$ cat src/stl_pkg.sv
`timescale 1ns / 1ps
// shared types, codes and character tables of the source text lexer
// no dependencies
package stl_pkg;

    localparam int MAX_RES    = 3;
    localparam int FIFO_DEPTH = 4;

    localparam int MAX_TOKEN_LEN_DEF = 255;
    localparam int LINE_BITS_DEF     = 20;
    localparam int COLUMN_BITS_DEF   = 16;

    localparam int KIND_W = 5;
    localparam int LINE_W = 20;
    localparam int COL_W  = 16;
    localparam int LEN_W  = 8;

    localparam logic [2:0] M_IDLE   = 3'd0;
    localparam logic [2:0] M_SLASH  = 3'd1;
    localparam logic [2:0] M_BLOCK  = 3'd2;
    localparam logic [2:0] M_LINE   = 3'd3;
    localparam logic [2:0] M_STRING = 3'd4;
    localparam logic [2:0] M_OPER   = 3'd5;
    localparam logic [2:0] M_IDENT  = 3'd6;

    localparam logic [KIND_W-1:0] K_END      = 5'd0;
    localparam logic [KIND_W-1:0] K_KEYWORD0 = 5'd8;
    localparam logic [KIND_W-1:0] K_STRING   = 5'd16;
    localparam logic [KIND_W-1:0] K_OPER     = 5'd17;
    localparam logic [KIND_W-1:0] K_IDENT    = 5'd18;

    localparam logic [7:0] C_NL    = 8'h0A;
    localparam logic [7:0] C_SLASH = 8'h2F;
    localparam logic [7:0] C_STAR  = 8'h2A;
    localparam logic [7:0] C_QUOTE = 8'h22;
    localparam logic [7:0] C_RBRK  = 8'h5D;
    localparam logic [7:0] C_UNDER = 8'h5F;

    localparam logic [63:0] KW_STR [8] = '{
        64'("func"), 64'("struct"), 64'("if"), 64'("else"),
        64'("while"), 64'("return"), 64'("break"), 64'("continue")
    };
    localparam logic [3:0] KW_LEN [8] = '{4'd4, 4'd6, 4'd2, 4'd4, 4'd5, 4'd6, 4'd5, 4'd8};
    localparam logic [7:0] PUNCT [7] = '{"{", "}", "(", ")", ":", ",", ";"};

    typedef struct packed {
        logic [KIND_W-1:0] kind;
        logic [LINE_W-1:0] line;
        logic [COL_W-1:0]  col;
        logic [LEN_W-1:0]  len;
        logic              sat;
        logic              unterm;
        logic              last;
    } res_t;

    function automatic logic [7:0] kw_char(input logic [2:0] k, input logic [2:0] idx);
        logic [3:0] pos;
        pos = KW_LEN[k] - 4'd1 - {1'b0, idx};
        return KW_STR[k][{pos[2:0], 3'b000} +: 8];
    endfunction

    function automatic logic is_space(input logic [7:0] c);
        return (c == 8'd32) || (c >= 8'd9 && c <= 8'd13);
    endfunction

    function automatic logic is_alnum(input logic [7:0] c);
        return (c >= "0" && c <= "9") || (c >= "A" && c <= "Z") || (c >= "a" && c <= "z");
    endfunction

    function automatic logic is_op(input logic [7:0] c);
        return c == "+" || c == "-" || c == "*" || c == "/" || c == "%" || c == "=" ||
               c == "<" || c == ">" || c == "." || c == "[" || c == "]";
    endfunction

    function automatic res_t mk_res(input logic [KIND_W-1:0] kind, input logic [31:0] line,
                                    input logic [31:0] col, input logic [31:0] len,
                                    input logic sat, input logic unterm);
        res_t r;
        r.kind   = kind;
        r.line   = line[LINE_W-1:0];
        r.col    = col[COL_W-1:0];
        r.len    = len[LEN_W-1:0];
        r.sat    = sat;
        r.unterm = unterm;
        r.last   = 1'b0;
        return r;
    endfunction

endpackage

$ cat src/source_text_lexer_top.sv
`timescale 1ns / 1ps
// top level of the source text lexer: input register, lexer core, result queue
// depends on stl_pkg, stl_core, stl_fifo
//
// input stream s_*: one source byte per transfer in s_tdata, s_tlast marks the
// final byte of a text; it flushes any open token and then an end token follows.
// output stream m_*: one token descriptor per transfer, kind in m_tuser, m_tlast
// set on the last descriptor caused by one input byte.
// a byte is registered on transfer and lexed once the queue has room, its results
// are registered into a four-entry queue whose head drives the output port.
// one byte per cycle is taken while each byte yields at most one descriptor and
// the receiver is ready; bytes yielding two or three cost extra cycles on the output
// port, which drains one descriptor per cycle while m_tready is high.
// a byte is lexed only when the queue holds at most one entry; while the
// receiver stalls the queue fills and s_tready drops after one more byte.
// reset clears the lexer to idle, line 1, column 0 and empties the queue.
module source_text_lexer_top #(
    parameter int MAX_TOKEN_LEN = stl_pkg::MAX_TOKEN_LEN_DEF,
    parameter int LINE_BITS     = stl_pkg::LINE_BITS_DEF,
    parameter int COLUMN_BITS   = stl_pkg::COLUMN_BITS_DEF
) (
    input  logic        clk,
    input  logic        rst_n,
    input  logic        s_tvalid,
    output logic        s_tready,
    input  logic [7:0]  s_tdata,   // text_byte
    input  logic        s_tlast,   // end_of_text
    output logic        m_tvalid,
    input  logic        m_tready,
    output logic [47:0] m_tdata,   // line_number, column, token_length, length_saturated,
                                   // unterminated, zero fill
    output logic [4:0]  m_tuser,   // token_kind
    output logic        m_tlast    // last_result
);

    logic          in_valid_reg;
    logic [7:0]    byte_reg;
    logic          eot_reg;
    logic          adv;
    logic          room;
    logic [2:0]    level;
    logic [1:0]    res_n;
    stl_pkg::res_t res [stl_pkg::MAX_RES];
    stl_pkg::res_t head;

    assign adv      = in_valid_reg && room;
    assign s_tready = !in_valid_reg || adv;

    always_ff @(posedge clk or negedge rst_n)
    begin
        if (!rst_n)
            in_valid_reg <= 1'b0;
        else if (s_tready)
            in_valid_reg <= s_tvalid;
    end

    always_ff @(posedge clk)
    begin
        if (s_tready && s_tvalid)
        begin
            byte_reg <= s_tdata;
            eot_reg  <= s_tlast;
        end
    end

    stl_core #(
        .MAX_TOKEN_LEN (MAX_TOKEN_LEN),
        .LINE_BITS     (LINE_BITS),
        .COLUMN_BITS   (COLUMN_BITS)
    ) u_core (
        .clk         (clk),
        .rst_n       (rst_n),
        .step        (adv),
        .text_byte   (byte_reg),
        .end_of_text (eot_reg),
        .res_n       (res_n),
        .res         (res)
    );

    stl_fifo u_fifo (
        .clk       (clk),
        .rst_n     (rst_n),
        .push_n    (adv ? res_n : 2'd0),
        .push_data (res),
        .pop       (m_tready),
        .out_valid (m_tvalid),
        .out_data  (head),
        .room      (room),
        .level     (level)
    );

    assign m_tdata = {2'b00, head.unterm, head.sat, head.len, head.col, head.line};
    assign m_tuser = head.kind;
    assign m_tlast = head.last;

    // queue never overflows
    assert property (@(posedge clk) disable iff (!rst_n)
        level <= 3'(stl_pkg::FIFO_DEPTH))
        else $error("result queue overflow");

    // a final byte always ends with an end token carrying the last flag
    assert property (@(posedge clk) disable iff (!rst_n)
        (adv && eot_reg) |-> (res_n != 2'd0 && res[res_n - 2'd1].kind == stl_pkg::K_END
                              && res[res_n - 2'd1].last))
        else $error("end of text without end token");

    // a byte is lexed only with room for all of its results
    assert property (@(posedge clk) disable iff (!rst_n)
        adv |-> (32'(level) + 32'(res_n) <= 32'(stl_pkg::FIFO_DEPTH)))
        else $error("results pushed without room");

endmodule

$ cat src/stl_core.sv
`timescale 1ns / 1ps
// lexer state and per-byte next-state logic, up to three token results per byte
// depends on stl_pkg
module stl_core #(
    parameter int MAX_TOKEN_LEN = stl_pkg::MAX_TOKEN_LEN_DEF,
    parameter int LINE_BITS     = stl_pkg::LINE_BITS_DEF,
    parameter int COLUMN_BITS   = stl_pkg::COLUMN_BITS_DEF
) (
    input  logic                clk,
    input  logic                rst_n,
    input  logic                step,
    input  logic [7:0]          text_byte,
    input  logic                end_of_text,
    output logic [1:0]          res_n,
    output stl_pkg::res_t       res [stl_pkg::MAX_RES]
);

    localparam int LEN_BITS = $clog2(MAX_TOKEN_LEN + 1);

    logic [2:0]             mode_reg, mode_next;
    logic [LEN_BITS-1:0]    plen_reg, plen_next;
    logic                   pover_reg, pover_next;
    logic [7:0]             kwc_reg, kwc_next;
    logic [LINE_BITS-1:0]   line_reg, line_next;
    logic [COLUMN_BITS-1:0] col_reg, col_next;
    logic                   star_reg, star_next;

    always_comb
    begin
        logic                   used;
        logic                   nl;
        logic                   done;
        logic [7:0]             c;
        logic [COLUMN_BITS-1:0] col;
        logic                   sv [4];
        stl_pkg::res_t          sr [4];
        logic [2:0]             n;

        c          = text_byte;
        col        = col_reg;
        used       = 1'b0;
        nl         = 1'b0;
        done       = 1'b0;
        mode_next  = mode_reg;
        plen_next  = plen_reg;
        pover_next = pover_reg;
        kwc_next   = kwc_reg;
        line_next  = line_reg;
        star_next  = star_reg;
        for (int i = 0; i < 4; i++)
        begin
            sv[i] = 1'b0;
            sr[i] = '0;
        end

        if (mode_next == stl_pkg::M_SLASH)
        begin
            if (c == stl_pkg::C_STAR)
            begin
                mode_next = stl_pkg::M_BLOCK;
                star_next = 1'b1;
                used      = 1'b1;
            end
            else if (c == stl_pkg::C_SLASH)
            begin
                mode_next = stl_pkg::M_LINE;
                used      = 1'b1;
            end
            else
            begin
                mode_next  = stl_pkg::M_OPER;
                plen_next  = LEN_BITS'(1);
                pover_next = 1'b0;
            end
        end
        if (!used && mode_next == stl_pkg::M_BLOCK)
        begin
            used = 1'b1;
            if (star_next && c == stl_pkg::C_SLASH)
            begin
                mode_next = stl_pkg::M_IDLE;
                star_next = 1'b0;
            end
            else
                star_next = (c == stl_pkg::C_STAR);
        end
        if (!used && mode_next == stl_pkg::M_LINE)
        begin
            if (c == stl_pkg::C_NL)
                mode_next = stl_pkg::M_IDLE;
            else
                used = 1'b1;
        end
        if (!used && mode_next == stl_pkg::M_STRING)
        begin
            used = 1'b1;
            if (32'(plen_next) < 32'(MAX_TOKEN_LEN))
                plen_next = plen_next + LEN_BITS'(1);
            else
                pover_next = 1'b1;
            if (c == stl_pkg::C_QUOTE)
            begin
                sv[0] = 1'b1;
                sr[0] = stl_pkg::mk_res(stl_pkg::K_STRING, 32'(line_reg), 32'(col) + 32'd1,
                                        32'(plen_next), pover_next, 1'b0);
                mode_next = stl_pkg::M_IDLE;
            end
        end
        if (!used && mode_next == stl_pkg::M_OPER)
        begin
            if (stl_pkg::is_op(c))
            begin
                used = 1'b1;
                if (32'(plen_next) < 32'(MAX_TOKEN_LEN))
                    plen_next = plen_next + LEN_BITS'(1);
                else
                    pover_next = 1'b1;
                if (c == stl_pkg::C_RBRK || 32'(plen_next) >= 32'd3)
                begin
                    sv[0] = 1'b1;
                    sr[0] = stl_pkg::mk_res(stl_pkg::K_OPER, 32'(line_reg),
                                            32'(col) + 32'd1, 32'(plen_next), pover_next, 1'b0);
                    mode_next = stl_pkg::M_IDLE;
                end
            end
            else
            begin
                sv[0] = 1'b1;
                sr[0] = stl_pkg::mk_res(stl_pkg::K_OPER, 32'(line_reg), 32'(col),
                                        32'(plen_next), pover_next, 1'b0);
                mode_next = stl_pkg::M_IDLE;
            end
        end
        if (!used && mode_next == stl_pkg::M_IDENT)
        begin
            if (stl_pkg::is_alnum(c) || c == stl_pkg::C_UNDER)
            begin
                used = 1'b1;
                for (int k = 0; k < 8; k++)
                begin
                    if (!(32'(plen_next) < 32'(stl_pkg::KW_LEN[k]) &&
                          stl_pkg::kw_char(3'(k), plen_next[2:0]) == c))
                        kwc_next[k] = 1'b0;
                end
                if (32'(plen_next) < 32'(MAX_TOKEN_LEN))
                    plen_next = plen_next + LEN_BITS'(1);
                else
                    pover_next = 1'b1;
            end
            else
            begin
                if (stl_pkg::is_space(c))
                begin
                    for (int k = 0; k < 8; k++)
                    begin
                        if (!done && kwc_next[k] &&
                            32'(stl_pkg::KW_LEN[k]) == 32'(plen_next))
                        begin
                            done  = 1'b1;
                            sv[0] = 1'b1;
                            sr[0] = stl_pkg::mk_res(
                                stl_pkg::K_KEYWORD0 + stl_pkg::KIND_W'(k), 32'(line_reg),
                                32'(col) - 32'(plen_next), 32'(plen_next), 1'b0, 1'b0);
                        end
                    end
                end
                if (!done)
                begin
                    sv[0] = 1'b1;
                    sr[0] = stl_pkg::mk_res(stl_pkg::K_IDENT, 32'(line_reg), 32'(col),
                                            32'(plen_next), pover_next, 1'b0);
                end
                mode_next = stl_pkg::M_IDLE;
            end
        end
        if (!used)
        begin
            if (c == stl_pkg::C_NL)
            begin
                nl = 1'b1;
                if (line_next != {LINE_BITS{1'b1}})
                    line_next = line_next + LINE_BITS'(1);
            end
            else if (stl_pkg::is_space(c))
            begin
                mode_next = mode_next;
            end
            else if (c == stl_pkg::C_SLASH)
                mode_next = stl_pkg::M_SLASH;
            else if (c == stl_pkg::C_QUOTE)
            begin
                mode_next  = stl_pkg::M_STRING;
                plen_next  = LEN_BITS'(1);
                pover_next = 1'b0;
            end
            else if (stl_pkg::is_op(c))
            begin
                mode_next  = stl_pkg::M_OPER;
                plen_next  = LEN_BITS'(1);
                pover_next = 1'b0;
                if (c == stl_pkg::C_RBRK)
                begin
                    sv[1] = 1'b1;
                    sr[1] = stl_pkg::mk_res(stl_pkg::K_OPER, 32'(line_next), 32'(col) + 32'd1,
                                            32'd1, 1'b0, 1'b0);
                    mode_next = stl_pkg::M_IDLE;
                end
            end
            else if (stl_pkg::is_alnum(c))
            begin
                mode_next  = stl_pkg::M_IDENT;
                plen_next  = LEN_BITS'(1);
                pover_next = 1'b0;
                for (int k = 0; k < 8; k++)
                    kwc_next[k] = (stl_pkg::kw_char(3'(k), 3'd0) == c);
            end
            else
            begin
                for (int k = 0; k < 7; k++)
                begin
                    if (stl_pkg::PUNCT[k] == c)
                    begin
                        sv[1] = 1'b1;
                        sr[1] = stl_pkg::mk_res(stl_pkg::KIND_W'(k + 1), 32'(line_next),
                                                32'(col), 32'd1, 1'b0, 1'b0);
                    end
                end
            end
        end

        col_next = nl ? COLUMN_BITS'(1) : col + COLUMN_BITS'(1);

        if (end_of_text)
        begin
            if (mode_next == stl_pkg::M_STRING)
            begin
                sv[2] = 1'b1;
                sr[2] = stl_pkg::mk_res(stl_pkg::K_STRING, 32'(line_next), 32'(col_next),
                                        32'(plen_next), pover_next, 1'b1);
            end
            else if (mode_next == stl_pkg::M_OPER || mode_next == stl_pkg::M_IDENT)
            begin
                sv[2] = 1'b1;
                sr[2] = stl_pkg::mk_res(
                    (mode_next == stl_pkg::M_OPER) ? stl_pkg::K_OPER : stl_pkg::K_IDENT,
                    32'(line_next), 32'(col_next), 32'(plen_next), pover_next, 1'b0);
            end
            else if (mode_next == stl_pkg::M_SLASH)
            begin
                sv[2] = 1'b1;
                sr[2] = stl_pkg::mk_res(stl_pkg::K_OPER, 32'(line_next), 32'(col_next),
                                        32'd1, 1'b0, 1'b0);
            end
            sv[3] = 1'b1;
            sr[3] = stl_pkg::mk_res(stl_pkg::K_END, 32'(line_next), 32'(col_next),
                                    32'd0, 1'b0, 1'b0);
            mode_next  = stl_pkg::M_IDLE;
            plen_next  = '0;
            pover_next = 1'b0;
            kwc_next   = '0;
            line_next  = LINE_BITS'(1);
            col_next   = '0;
            star_next  = 1'b0;
        end

        n = 3'd0;
        for (int i = 0; i < stl_pkg::MAX_RES; i++)
            res[i] = '0;
        for (int i = 0; i < 4; i++)
        begin
            if (sv[i] && n < 3'(stl_pkg::MAX_RES))
            begin
                res[n[1:0]] = sr[i];
                n = n + 3'd1;
            end
        end
        if (n != 3'd0)
            res[n[1:0] - 2'd1].last = 1'b1;
        res_n = n[1:0];
    end

    always_ff @(posedge clk or negedge rst_n)
    begin
        if (!rst_n)
        begin
            mode_reg  <= stl_pkg::M_IDLE;
            plen_reg  <= '0;
            pover_reg <= 1'b0;
            kwc_reg   <= '0;
            line_reg  <= LINE_BITS'(1);
            col_reg   <= '0;
            star_reg  <= 1'b0;
        end
        else if (step)
        begin
            mode_reg  <= mode_next;
            plen_reg  <= plen_next;
            pover_reg <= pover_next;
            kwc_reg   <= kwc_next;
            line_reg  <= line_next;
            col_reg   <= col_next;
            star_reg  <= star_next;
        end
    end

endmodule

$ cat src/stl_fifo.sv
`timescale 1ns / 1ps
// result queue taking up to three token results per cycle, one out per transfer
// depends on stl_pkg
module stl_fifo (
    input  logic          clk,
    input  logic          rst_n,
    input  logic [1:0]    push_n,
    input  stl_pkg::res_t push_data [stl_pkg::MAX_RES],
    input  logic          pop,
    output logic          out_valid,
    output stl_pkg::res_t out_data,
    output logic          room,
    output logic [2:0]    level
);

    stl_pkg::res_t mem [stl_pkg::FIFO_DEPTH];
    logic [1:0]    wp_reg, rp_reg;
    logic [2:0]    cnt_reg;
    logic          do_pop;

    assign out_valid = (cnt_reg != 3'd0);
    assign out_data  = mem[rp_reg];
    assign do_pop    = pop && out_valid;
    assign room      = (cnt_reg <= 3'(stl_pkg::FIFO_DEPTH - stl_pkg::MAX_RES));
    assign level     = cnt_reg;

    always_ff @(posedge clk)
    begin
        for (int i = 0; i < stl_pkg::MAX_RES; i++)
        begin
            if (2'(i) < push_n)
                mem[wp_reg + 2'(i)] <= push_data[i];
        end
    end

    always_ff @(posedge clk or negedge rst_n)
    begin
        if (!rst_n)
        begin
            wp_reg  <= '0;
            rp_reg  <= '0;
            cnt_reg <= '0;
        end
        else
        begin
            wp_reg  <= wp_reg + push_n;
            rp_reg  <= rp_reg + {1'b0, do_pop};
            cnt_reg <= cnt_reg + {1'b0, push_n} - {2'b00, do_pop};
        end
    end

endmodule

$ cat config.mk
export PLATFORM = sky130hd
export DESIGN_NAME = source_text_lexer_top
export DESIGN_NICKNAME = d
export VERILOG_FILES = /design/src/stl_pkg.sv /design/src/source_text_lexer_top.sv /design/src/stl_core.sv /design/src/stl_fifo.sv
export SDC_FILE = /design/constraint.sdc
export NUM_CORES = 1
export LEC_CHECK = 0
export BUFFER_PORTS_ARGS = -buffer_cell sky130_fd_sc_hd__buf_2
export CAP_MARGIN = 20
export CORE_MARGIN = 2
export CORE_UTILIZATION = 60
export CTS_CLUSTER_SIZE = 16
export DETAILED_ROUTE_END_ITERATION = 6
export PLACE_DENSITY_LB_ADDON = 0.15
export SLEW_MARGIN = 30
export SYNTH_ARGS = -nofsm -noshare
export SYNTH_HDL_FRONTEND = slang
export SYNTH_HIERARCHICAL = 1
export SYNTH_SLANG_ARGS = --single-unit
$ cat constraint.sdc
create_clock -name clk -period 13.45 [get_ports clk]
set_clock_uncertainty 0.2 [all_clocks]
set_input_delay 1.345 -clock clk [delete_from_list [all_inputs] [get_ports clk]]
set_output_delay 1.345 -clock clk [all_outputs]
set_load 0.05 [all_outputs]
==> results.toml <==
[worst_setup_path]
cpLargestDelayFamily = "simple AND/OR/NAND/NOR gates"
max_stage_delay_ps = 820
crit_path_end_kind = "flip-flop"
worst_path_max_delay_cell = "o31ai_4"
rr_startpoint = "byte_reg[4]"
critPathLaunchType = "flip-flop"
crit_fanout = 39
required_ps = 13630
critPathKind = "reg2reg"
critPathMostFrequentCell = "inv_1"
critPathArrivalTime_ps = 10740
crit_path_start = "byte_reg[4]"
path_buf_inv = 5

[global_route]
grtUsageTotal_pct = 39.1
grt_pass1_vias = 20700
grt_use_met3_pct = 9.26
grt_pass1_wl_microns = 119000
grt.met1_usage_pct = 56.5
antenna_found_initial = 1
gr-total-overflow = 0
grt_start_max_net_pins = 69
use_met2_pct = 56.9
busiest_layer = "met2"

[final_layout]
fill_cells = 3233
area_growth_pct = 5.16
n_antenna_cell = 0
fin_util_pct = 63.8
largest_register_ffs = 208
final_common_cell = "nand2_1"
final_cell_mix = "nand2_1 (566), nor2_1 (363), a31oi_1 (244)"
nets = 2718
drive_above_1_share_pct = 10.6

[floorplanning]
coreArea_sq_mm = 0.0375
pin_count = 69
start_util_pct = 60.7
rows = 71
dieWidth_microns = 199
dieArea_sq_mm = 0.0395
die_h_microns = 199

[pwr]
combPwrFrac_pct = 54.2
p_per_area_mw_per_mm2 = 208
p_switching_mw = 2.47
power_leakage_nw = 8.56
p_int_mw = 2.49
seq_power_share_pct = 27.9
clock_power_share_pct = 17.9
power.total_mw = 4.96
peakVddDrop_mv = 0.168
switching_share_pct = 49.9

[sta]
period_share_pct = 78.5
finalHoldViolCount = 0
rsz0062_at_grt = "false"
fmax_ghz = 0.0947
drv_slew = 0
setup_ws_ps = 2900
setup_viol = 0
tns_ps = 0
tightestPinTransition_ps = 1070
slew_headroom_pct = 28.7
finalCriticalPeriod_ps = 10550

[drt]
drt-total-wl_microns = 77300
wl_per_cell_microns = 24.1
initialDrtViolationCount = 3247
via_count = 22300
ant_nets = 0
vias_per_cell = 6.97
drc = 0
dr.pass1.iters = 6

[job]
drv_cap = 0

[place]
dp_hpwl_microns = 49800
io_buffers = 66
place_congestion = 1.01
place_ws_ps = 3250

[clocking]
cts_tree = "built"
post_cts_resized = 0
cts_root_buf = "clkbuf_16"
clk_path_buf_depth = 3
insertion_delay_ps = 570
cts.sinks = 282
post-cts-setup-buffers = 0
htreeDepth = 2
clk_pin_slew_ps = 50
cts_buffers = 35
cts_hold_buffers = 0

[synthesis]
ys_seq_elements = 282
ys.warnings.count = 6
synth.distinct_cells = 121
synth-async-reset-ratio_pct = 23.0
synthCells = 2773
syn_avg_cell_area_sq_um = 8.20
synthFlopType = "edfxtp_1"
seq_area_frac_synth_pct = 35.8
synth_edf_count = 217
syn_area_sq_mm = 0.0227

[outcome]
status = "finished, final reports clean"

[hold_path]
hold_class = "reg2reg"
min_from = "u_core/star_reg"
-- final timing paths --
path                                           end  slack [ps]  cells past startpoint
min in group asynchronous       u_core/col_reg[13]         590                      1
worst min-delay path               u_core/star_reg         290                      2
worst max-delay path             u_fifo/mem[1][33]        2900                     28
worst max register to register   u_fifo/mem[1][33]        2900                     28
worst min register to register     u_core/star_reg         290                      2
max in group asynchronous       u_core/line_reg[0]       11750                      2
-- cells by family after synthesis --
group / count (synthesis) / share of synthesized area (%)
AND/OR/NAND/NOR: 1270 / 24.8
AO/OA/AOI/OAI: 744 / 21.7
buffers and inverters: 286 / 6.26
flip-flops: 282 / 35.8
multiplexers: 76 / 6.28
XOR/XNOR: 74 / 2.88
adder cells (fa/ha/maj): 39 / 2.22
other: 2 / 0.0330
-- Yosys cell counts (34+ instances only) --
cell type	instances	share of area [%]
nor3_1	52	1.1
xnor2_1	56	2.2
dfrtp_1	64	7.0
ha_1	34	1.9
inv_1	36	0.59
o21ai_0	133	2.9
edfxtp_1	217	29
buf_2	69	1.5
mux4_2	52	5.2
a21oi_1	114	2.5
nand2_1	567	9.4
nor2_1	363	6.0
clkbuf_1	120	2.0
a31oi_1	244	6.7
nand3_1	80	1.8
-- power groups by stage --
stage | combinational, mW | clock (mW) | sequential [mW]
2_1_floorplan | 2.06 | 0 | 1.29
3_3_place_gp | 2.58 | 0 | 1.39
3_5_place_dp | 2.63 | 0 | 1.40
4_1_cts | 2.63 | 0.894 | 1.38
5_1_grt | 2.86 | 0.924 | 1.41
6_report | 2.69 | 0.888 | 1.38
-- metrics by stage --
step | hold slack (ps) | area (sq um) | cells
global placement | 279 | 22800 | 3141
detailed placement | 279 | 22800 | 3142
finish | 289 | 23900 | 3206
floorplan | 235 | 22700 | 2776
CTS | 291 | 23900 | 3206
global route | 308 | 23900 | 3206
-- worst reg2reg max path: cells and delay by family (launching register included) --
| kind | cells | cell delay (ps) |
|---|---|---|
| compound gates | 9 | 2820 |
| simple gates | 10 | 3800 |
| buf+inv | 5 | 1210 |
| flops | 1 | 700 |
| fa+ha+maj | 4 | 1640 |
-- layer usage --
| metal | routed length (microns) | part of all wire, % | up-vias |
|---|---|---|---|
| met5 | 13 | 0.017 | - |
| met3 | 10900 | 14 | 255 |
| met2 | 33000 | 43 | 1635 |
| met1 | 30700 | 40 | 10500 |
| li1 | - | - | 9939 |
| met4 | 2690 | 3.5 | 2 |
-- cell type report --
cell class | instances | area, sq um | share of cell area, %
clock inverter | 22 | 148 | 0.617
timing repair buffer | 102 | 616 | 2.57
multi-input combinational | 2208 | 13300 | 55.6
inverter | 39 | 151 | 0.633
tap | 511 | 639 | 2.67
sequential | 282 | 8150 | 34.1
clock buffer | 42 | 912 | 3.81
(Power assumes the default switching activity.)
